**src/design/twg_pkg.sv**
```systemverilog
package twg_pkg;

    // Register map of the configuration port
    localparam int CFG_IDX_W  = 3;
    localparam int CFG_DATA_W = 32;

    localparam logic [CFG_IDX_W-1:0] CFG_TOLERANCE   = 3'd0;
    localparam logic [CFG_IDX_W-1:0] CFG_WARMUP_RUNS = 3'd1;
    localparam logic [CFG_IDX_W-1:0] CFG_CYCLE_LIMIT = 3'd2;
    localparam logic [CFG_IDX_W-1:0] CFG_INITIAL_KP  = 3'd3;
    localparam logic [CFG_IDX_W-1:0] CFG_INITIAL_KI  = 3'd4;
    localparam logic [CFG_IDX_W-1:0] CFG_INITIAL_KD  = 3'd5;

    // Reset values of the registers
    localparam logic [30:0]        RST_TOLERANCE   = 31'd13107;
    localparam logic [15:0]        RST_WARMUP_RUNS = 16'd100;
    localparam logic [15:0]        RST_CYCLE_LIMIT = 16'd2000;
    localparam logic signed [31:0] RST_KP          = 32'sd13107;
    localparam logic signed [31:0] RST_KI          = 32'sd26;
    localparam logic signed [31:0] RST_KD          = 32'sd196608;
    localparam logic signed [31:0] RST_STEP_P      = RST_KP / 10;
    localparam logic signed [31:0] RST_STEP_I      = RST_KI / 10;
    localparam logic signed [31:0] RST_STEP_D      = RST_KD / 10;

    // Gain slots always present on the result port
    localparam int GAIN_SLOTS = 3;

    // Step scaling factors (numerators over a divisor of ten)
    localparam logic [3:0]  SCALE_UP   = 4'd11;
    localparam logic [3:0]  SCALE_DOWN = 4'd9;
    localparam logic [15:0] TEN        = 16'd10;

    typedef struct packed {
        logic signed [15:0] cross_track_error;
    } t_sample;

    typedef struct packed {
        logic signed [31:0] gain_p;
        logic signed [31:0] gain_i;
        logic signed [31:0] gain_d;
        logic [47:0]        average_error;
    } t_result;

    typedef struct packed {
        logic busy;
        logic done;
    } t_div_stat;

    // Clamp a wide signed value to the signed 32 bit range
    function automatic logic signed [31:0] sat32(input logic signed [35:0] v);
        logic signed [35:0] lim_hi;
        logic signed [35:0] lim_lo;
        lim_hi = 36'sd2147483647;
        lim_lo = -36'sd2147483648;
        if (v > lim_hi) begin
            return 32'sh7FFFFFFF;
        end else if (v < lim_lo) begin
            return 32'sh80000000;
        end
        return v[31:0];
    endfunction

endpackage

```
**src/design/twg_sdiv.sv**
```systemverilog
// Restoring divider, one quotient bit per cycle
module twg_sdiv import twg_pkg::*; #(
    parameter int DW = 48,
    parameter int VW = 16
) (
    input  logic          i_clk,
    input  logic          i_rst_n,
    input  logic          i_start,
    input  logic [DW-1:0] i_dividend,
    input  logic [VW-1:0] i_divisor,
    output t_div_stat     o_stat,
    output logic [DW-1:0] o_quotient
);
    localparam int CW = $clog2(DW);

    logic [DW-1:0] r_q;
    logic [VW-1:0] r_rem;
    logic [VW-1:0] r_div;
    logic [CW-1:0] r_cnt;
    logic          r_busy;
    logic          r_done;

    logic [VW:0]   n_shift;
    logic          n_ge;
    logic [VW:0]   n_diff;

    // Trial subtract of the divisor from the shifted remainder
    always_comb begin
        n_shift = {r_rem, r_q[DW-1]};
        n_ge    = n_shift >= {1'b0, r_div};
        n_diff  = n_shift - {1'b0, r_div};
    end

    // Control: count DW steps after a start
    always_ff @(posedge i_clk) begin
        if (!i_rst_n) begin
            r_busy <= 1'b0;
            r_done <= 1'b0;
            r_cnt  <= '0;
        end else begin
            r_done <= 1'b0;
            if (i_start) begin
                r_busy <= 1'b1;
                r_cnt  <= '0;
            end else if (r_busy) begin
                r_cnt <= r_cnt + 1'b1;
                if (r_cnt == CW'(DW - 1)) begin
                    r_busy <= 1'b0;
                    r_done <= 1'b1;
                end
            end
        end
    end

    // Datapath: shift the quotient in as the dividend shifts out
    always_ff @(posedge i_clk) begin
        if (i_start) begin
            r_q   <= i_dividend;
            r_rem <= '0;
            r_div <= i_divisor;
        end else if (r_busy) begin
            r_q   <= {r_q[DW-2:0], n_ge};
            r_rem <= n_ge ? n_diff[VW-1:0] : n_shift[VW-1:0];
        end
    end

    assign o_stat.busy = r_busy;
    assign o_stat.done = r_done;
    assign o_quotient  = r_q;

`ifndef ASSERT_OFF
    a_no_restart: assert property (@(posedge i_clk) disable iff (!i_rst_n)
        i_start |-> !r_busy)
        else $error("divider restarted while busy");
    a_done_pulse: assert property (@(posedge i_clk) disable iff (!i_rst_n)
        r_done |=> !r_done)
        else $error("divider done longer than one cycle");
    a_done_end: assert property (@(posedge i_clk) disable iff (!i_rst_n)
        r_done |-> !r_busy)
        else $error("divider done while still busy");
`endif

endmodule

```
**config.mk**
```make
export PLATFORM = sky130hd
export DESIGN_NAME = twg_sdiv
export DESIGN_NICKNAME = d
export VERILOG_FILES = /design/src/design/twg_pkg.sv /design/src/design/twg_sdiv.sv
export SDC_FILE = /design/constraint.sdc
export NUM_CORES = 1
export LEC_CHECK = 0
export ABC_AREA = 1
export BUFFER_PORTS_ARGS = -buffer_cell sky130_fd_sc_hd__buf_4
export CORE_ASPECT_RATIO = 0.5
export CORE_MARGIN = 2
export CORE_UTILIZATION = 45
export DETAILED_ROUTE_END_ITERATION = 10
export PLACE_DENSITY = 0.71
export SYNTH_ARGS = -nofsm -noshare
export SYNTH_HDL_FRONTEND = slang
export SYNTH_SLANG_ARGS = --single-unit
```
**constraint.sdc**
```tcl
create_clock -name i_clk -period 2.24 [get_ports i_clk]
set_input_delay 0.112 -clock i_clk [delete_from_list [all_inputs] [get_ports i_clk]]
set_output_delay 0.112 -clock i_clk [all_outputs]
set_load 0.01 [all_outputs]
```
==> results.py, run 1 <==
metrics = {
    "outcome": {
        "run_status": "finished, final reports clean",
    },
    "route": {
        "number_of_drc_markers_in_iteration_0": 213,
        "detailroute.via_count": 4065,
        "average_wire_per_standard_cell_um": 12.6,
        "detail_route.vias_per_cell": 4.70,
        "dr.pass1.iters": 5,
        "drc": 0,
        "antenna_left": 0,
        "wirelength_um": 10900,
    },
    "yosys": {
        "count_of_flip_flops_with_a_built_in_enable_after_synthesis": 64,
        "yosysTopAreaCell": "edfxtp_1",
        "synth-async-reset-ratio": 0,
        "synth.top_cells.by_count": "nand2_1, inv_1, edfxtp_1",
        "syn_nets": 674,
        "synth_seq_cells": 88,
        "avgSynthCellArea_um2": 8.11,
        "ys_dominant_reg_cell": "edfxtp_1",
        "library_cell_with_the_highest_instance_count_after_synthesis": "nand2_1",
        "synthesis.yosys.warnings": 0,
        "synthCells": 589,
        "post_synth_main_area_contributors": "edfxtp_1, nand2_1, dfxtp_1",
        "synth_top_area_share": 0.402,
        "synth_cell_type_count": 38,
        "synth.yosys.seq_area_share": 0.503,
        "synthesis.area_um2": 4780,
    },
    "setup_path": {
        "worst-path-max-fanout": 4,
        "ff2ff_setup_slack_ns": 0.19,
        "crit_start": "o_quotient[47]$_DFFE_PP_",
        "critPathCapture": "r_rem[14]$_SDFFE_PP0P_",
        "critPathKind": "reg2reg",
        "arrival_ns": 2.28,
        "timing.reg2reg.worst_path_depth": 11,
        "timing.critical_path.to_type": "register",
        "critical_r2r_launch": "o_quotient[47]$_DFFE_PP_",
        "worstSetupStartpointType": "register",
        "required_time_of_the_critical_path_ns": 2.47,
        "reg2reg_to": "r_rem[14]$_SDFFE_PP0P_",
    },
    "timing": {
        "slew_headroom": 0.702,
        "setup-violations-final": 0,
        "hold-worst-slack_ns": 0.0142,
        "fin_skew_ns": 0.00829,
        "period_minus_slack_ns": 2.05,
        "slew_viol_final": 0,
        "finalHoldViolCount": 0,
        "achievable-frequency_ghz": 0.489,
        "finalSetupTns_ns": 0,
        "period_share": 0.914,
        "grt_setup_unrepaired": "no",
        "tightest_slew_ns": 0.447,
    },
    "floorplan": {
        "rows": 26,
        "design.portCount": 117,
        "floorplan.initialDensity": 0.465,
        "design.die.area_um2": 11500,
        "core_region_area_um2": 10300,
        "die_width_um": 150,
        "fp.dieH_um": 76.8,
    },
    "power_and_ir_drop": {
        "ir_worst_vdd_mv": 0.334,
        "power_leakage_uw": 0.00315,
        "power-per-cell-area_nw_per_um2": 641,
    },
    "cts": {
        "cts.repair.resized": 0,
        "clkLatencyLatePin_ns": 0.34,
        "clk_pin_slew_ns": 0.06,
        "cts.sinks": 88,
        "post_cts.repair.setup_buffers": 0,
        "ctsLongestPathBuffers": 2,
        "tritoncts_clock_tree": "yes",
        "clockRootBuffer": "clkbuf_16",
        "cts-buffers-inserted": 9,
        "htreeDepth": 3,
    },
    "grt": {
        "antenna_found_initial": 0,
        "grt_pass1_wl_um": 18300,
        "total_routing_usage_gr": 0.198,
        "via_count_of_the_first_global_routing_pass": 3967,
        "grt_max_degree": 50,
        "gr-total-overflow": 0,
    },
    "finish": {
        "synthToLayoutAreaGrowth_pct": 29.9,
        "drive_gt1_frac": 0.225,
        "antenna_cells": 0,
        "num-nets-final": 805,
    },
    "placement": {
        "place_hpwl_um": 7940,
        "placement.io_buffers": 116,
        "globalplace.congestion": 0.907,
    },
    "hold_path": {
        "timing.hold.worst.class": "in2reg",
    },
    "flow_run": {
        "timing.max_cap.violations": 0,
    },
}
routing by layer:
metal,global-route usage,vias up,share of wire
li1,-,2130,-
met1,0.251,1832,0.45
met2,0.330,86,0.47
met3,0.0482,17,0.054
met4,0.0689,0,0.021
met5,0,-,0
registers in the layout, indices dropped and copies added (netlist names):
register and cells:
o_quotient 48, r_busy 1, r_cnt 6, r_div 16
r_done 1, r_rem 16
cell type report:
class	count	area (um^2)
Clock buffer	9	225
Clock inverter	7	45.0
Fill cell	954	4080
Inverter	76	285
Multi-Input combinational cell	407	1980
Sequential cell	88	2400
Tap cell	140	175
Timing Repair Buffer	138	1090
stage by stage:
stage	setup slack [ns]	instance area, um^2	utilization	total power [uW]	std cells
3_3_place_gp	0.279	5770	0.562	2600	833
2_1_floorplan	0.382	4780	-	2290	589
5_1_grt	0.000324	6200	0.604	4150	865
6_report	0.194	6200	0.604	3970	865
3_5_place_dp	0.207	5770	0.562	2610	833
4_1_cts	0.199	6200	0.604	4020	865
worst min-delay path by stage:
stage	from	slack (ns)	cells past startpoint	end
after global routing	i_rst_n	0.02	3	r_busy$_SDFF_PN0_
after floorplan	i_divisor[0]	0.21	0	r_div[0]$_DFFE_PP_
after detailed placement	i_divisor[15]	0.29	1	r_div[15]$_DFFE_PP_
after CTS	i_rst_n	0.006	3	r_busy$_SDFF_PN0_
after global placement	i_divisor[7]	0.29	1	r_div[7]$_DFFE_PP_
final	i_rst_n	0.01	3	r_busy$_SDFF_PN0_
worst max-delay path: stages, from the launching register on:
cell and delay, ns:
edfxtp_1 0.36, inv_1 0.07, ha_1 0.23, fa_1 0.42, nor2_1 0.13, nor2_1 0.09, o21ai_1 0.22, nand2_1 0.13
nand3_1 0.12, nand3_2 0.07, nand2_1 0.06, nand2_1 0.04
cells by family after synthesis:
| logic type | share of synthesized area |
|---|---|
| buffers and inverters | 0.0817 |
| AO/OA/AOI/OAI | 0.0393 |
| flip-flops | 0.503 |
| XOR/XNOR | 0.0110 |
| AND/OR/NAND/NOR | 0.316 |
| adder cells (fa/ha/maj) | 0.0487 |
cells in the final DEF (no fill, tap or decap), drive strengths merged:
master       synthesis  final
inv                 76     78
nand4                5      5
o21ai               14     14
nand3b               7      7
nor3b                1      1
o211ai               1      1
clkinv               0      5
xnor2                4      4
dlygate4sd3          0     16
edfxtp              64     64
o21bai               1      1
nand3               40     40
nor2                23     23
buf                 10    122
a31oi                1      1
xor2                 2      2
nor3                 6      6
ha                  17     17
dfxtp               24     24
clkbuf               8      9
nand2              269    269
fa                   1      1
a21oi               14     14
o21a                 1      1
report_power, final:
group / total [uW] / leakage [uW] / switching [uW] / internal [uW]
combinational: 637 / 0.00217 / 331 / 306
clock: 1380 / 0.000137 / 629 / 752
sequential: 1960 / 0.000843 / 63.0 / 1890
timing repair:
action / CTS / global route
setup endpoints to repair: 0 / 0
hold buffers: 16 / 0
endpoints found under the hold margin: 16 / 0
Note: power is estimated with default switching activity, not from simulation.
==> run 2: changes to the inputs <==
- SETUP_SLACK_MARGIN: default -> 0.5
==> results.py, run 2 (synthesis gave the netlist of run 1 again) <==
metrics = {
    "cts": {
        "clk_pin_slew_ns": 0.07,
        "cts-buffers-inserted": 9,
        "clkLatencyLatePin_ns": 0.34,
        "cts.sinks": 88,
        "htreeDepth": 3,
        "tritoncts_clock_tree": "yes",
        "ctsLongestPathBuffers": 2,
        "clockRootBuffer": "clkbuf_16",
    },
    "finish": {
        "num-nets-final": 833,
        "final_common_cell": "nand2_1",
        "synthToLayoutAreaGrowth_pct": 46.8,
        "antenna_cells": 0,
        "largest_register_ff_count": 48,
        "total_non_filler_cell_area_in_the_finished_layout_um2": 7010,
        "drive_gt1_frac": 0.365,
        "final_cell_mix": "nand2_1, buf_4, edfxtp_1",
    },
    "timing": {
        "finalHoldViolCount": 0,
        "setup-violations-final": 0,
        "tightest_slew_ns": 0.469,
        "slew_headroom": 0.687,
        "period_minus_slack_ns": 1.89,
        "grt_setup_unrepaired": "yes",
        "achievable-frequency_ghz": 0.528,
        "slew_viol_final": 0,
        "hold-worst-slack_ns": 0.00960,
        "finalSetupTns_ns": 0,
        "fin_skew_ns": 0.00521,
        "period_share": 0.845,
    },
    "outcome": {
        "run_status": "finished, final reports clean",
    },
    "placement": {
        "detailed_place.area_um2": 5780,
        "place_hpwl_um": 8210,
        "globalplace.congestion": 0.909,
        "placement.io_buffers": 116,
    },
    "power_and_ir_drop": {
        "power.combinational.fraction": 0.189,
        "p_sw_uw": 1140,
        "netSwitchingFraction": 0.265,
        "power_frac_seq": 0.457,
        "power_leakage_uw": 0.00334,
        "ir_worst_vdd_mv": 0.416,
        "power-per-cell-area_nw_per_um2": 612,
        "intPower_uw": 3150,
        "power.share.clock": 0.354,
        "total_power_uw": 4290,
    },
    "floorplan": {
        "design.portCount": 117,
        "core_region_area_um2": 10300,
        "fp.dieH_um": 76.8,
        "floorplan.initialDensity": 0.465,
        "rows": 26,
        "design.die.area_um2": 11500,
        "die_width_um": 150,
    },
    "route": {
        "dr.pass1.iters": 5,
        "drc": 0,
        "detail_route.vias_per_cell": 5.10,
        "antenna_left": 0,
        "average_wire_per_standard_cell_um": 15.3,
        "wirelength_um": 13600,
        "detailroute.via_count": 4551,
        "number_of_drc_markers_in_iteration_0": 408,
    },
    "setup_path": {
        "critPathKind": "reg2reg",
        "worst-path-max-fanout": 8,
        "required_time_of_the_critical_path_ns": 2.51,
        "arrival_ns": 2.16,
        "worstSetupStartpointType": "register",
        "timing.critical_path.cells": "inv_2 -> ha_4 -> nand2_1 -> nand2_1 -> inv_1 -> nand2_2 -> inv_2 -> nand3_4 -> nand2_8 -> nand2_8 -> nand2_2 -> nand3_2 -> o21ai_1",
        "standard_cell_with_the_maximum_stage_delay_on_the_critical_path": "edfxtp_1",
        "timing.critical_path.to_type": "register",
        "crit_start": "r_div[8]$_DFFE_PP_",
        "critical_r2r_launch": "r_div[8]$_DFFE_PP_",
        "largest_stage_delay_on_the_critical_path_ns": 0.37,
    },
    "hold_path": {
        "hold_path.startpoint": "i_rst_n",
        "timing.hold.worst.class": "in2reg",
    },
    "grt": {
        "gr-total-overflow": 0,
        "total_routing_usage_gr": 0.237,
        "grt_pass1_wl_um": 21600,
        "via_count_of_the_first_global_routing_pass": 4518,
        "antenna_found_initial": 0,
        "grt_max_degree": 36,
    },
    "flow_run": {
        "timing.max_cap.violations": 0,
    },
}
[run 2: cell type report]
type | count | area, um^2
fill | 823 | 3270
multi-input combinational | 410 | 2540
sequential | 88 | 2400
timing repair buffer | 163 | 1300
inverter | 76 | 288
clock buffer | 10 | 229
tap | 140 | 175
clock inverter | 6 | 68.8
[run 2: path summary, 6_finish.rpt]
check,endpoint,slack (ns),depth (start not counted)
setup / recovery,r_rem[1]$_SDFFE_PP0P_,0.35,13
hold / removal,r_busy$_SDFF_PN0_,0.01,3
hold reg to reg,r_rem[15]$_SDFFE_PP0P_,0.48,2
setup reg to reg,r_rem[1]$_SDFFE_PP0P_,0.35,13
[run 2: critical path, delay by kind of cell, from the launching register on]
| family | cells | cell delay, ns |
|---|---|---|
| simple gates | 8 | 0.87 |
| flops | 1 | 0.37 |
| buf+inv | 3 | 0.25 |
| fa+ha+maj | 1 | 0.22 |
| compound gates | 1 | 0.09 |
[run 2: repair_timing]
item                                    4_1_cts  5_1_grt
hold buffers                                 16        0
endpoints found under the hold margin        16        0
gates resized for setup                      92       26
endpoints found under the setup margin       17       17
pin swaps                                    44       16
setup buffers                                19        4
gates cloned                                  4        0
[run 2: layer usage]
metal / global-route usage / up-vias / part of all wire
li1: - / 2195 / -
met1: 0.299 / 2100 / 0.42
met2: 0.394 / 217 / 0.48
met3: 0.0637 / 39 / 0.075
met4: 0.0840 / 0 / 0.026
met5: 0 / - / 0
[run 2: power groups by stage]
stage / registers (uW) / logic [uW] / clock network (uW)
5_1_grt: 1980 / 876 / 1610
2_1_floorplan: 2020 / 273 / 0
4_1_cts: 1960 / 772 / 1540
6_report: 1960 / 810 / 1520
3_3_place_gp: 1990 / 625 / 0
3_5_place_dp: 1990 / 631 / 0
[run 2: metrics by stage]
stage / setup WS (ns) / instances / utilization
floorplan: 0.505 / 589 / -
global placement: 0.327 / 834 / 0.563
detailed placement: 0.299 / 834 / 0.563
CTS: 0.421 / 889 / 0.672
global route: 0.272 / 893 / 0.682
finish: 0.347 / 893 / 0.682
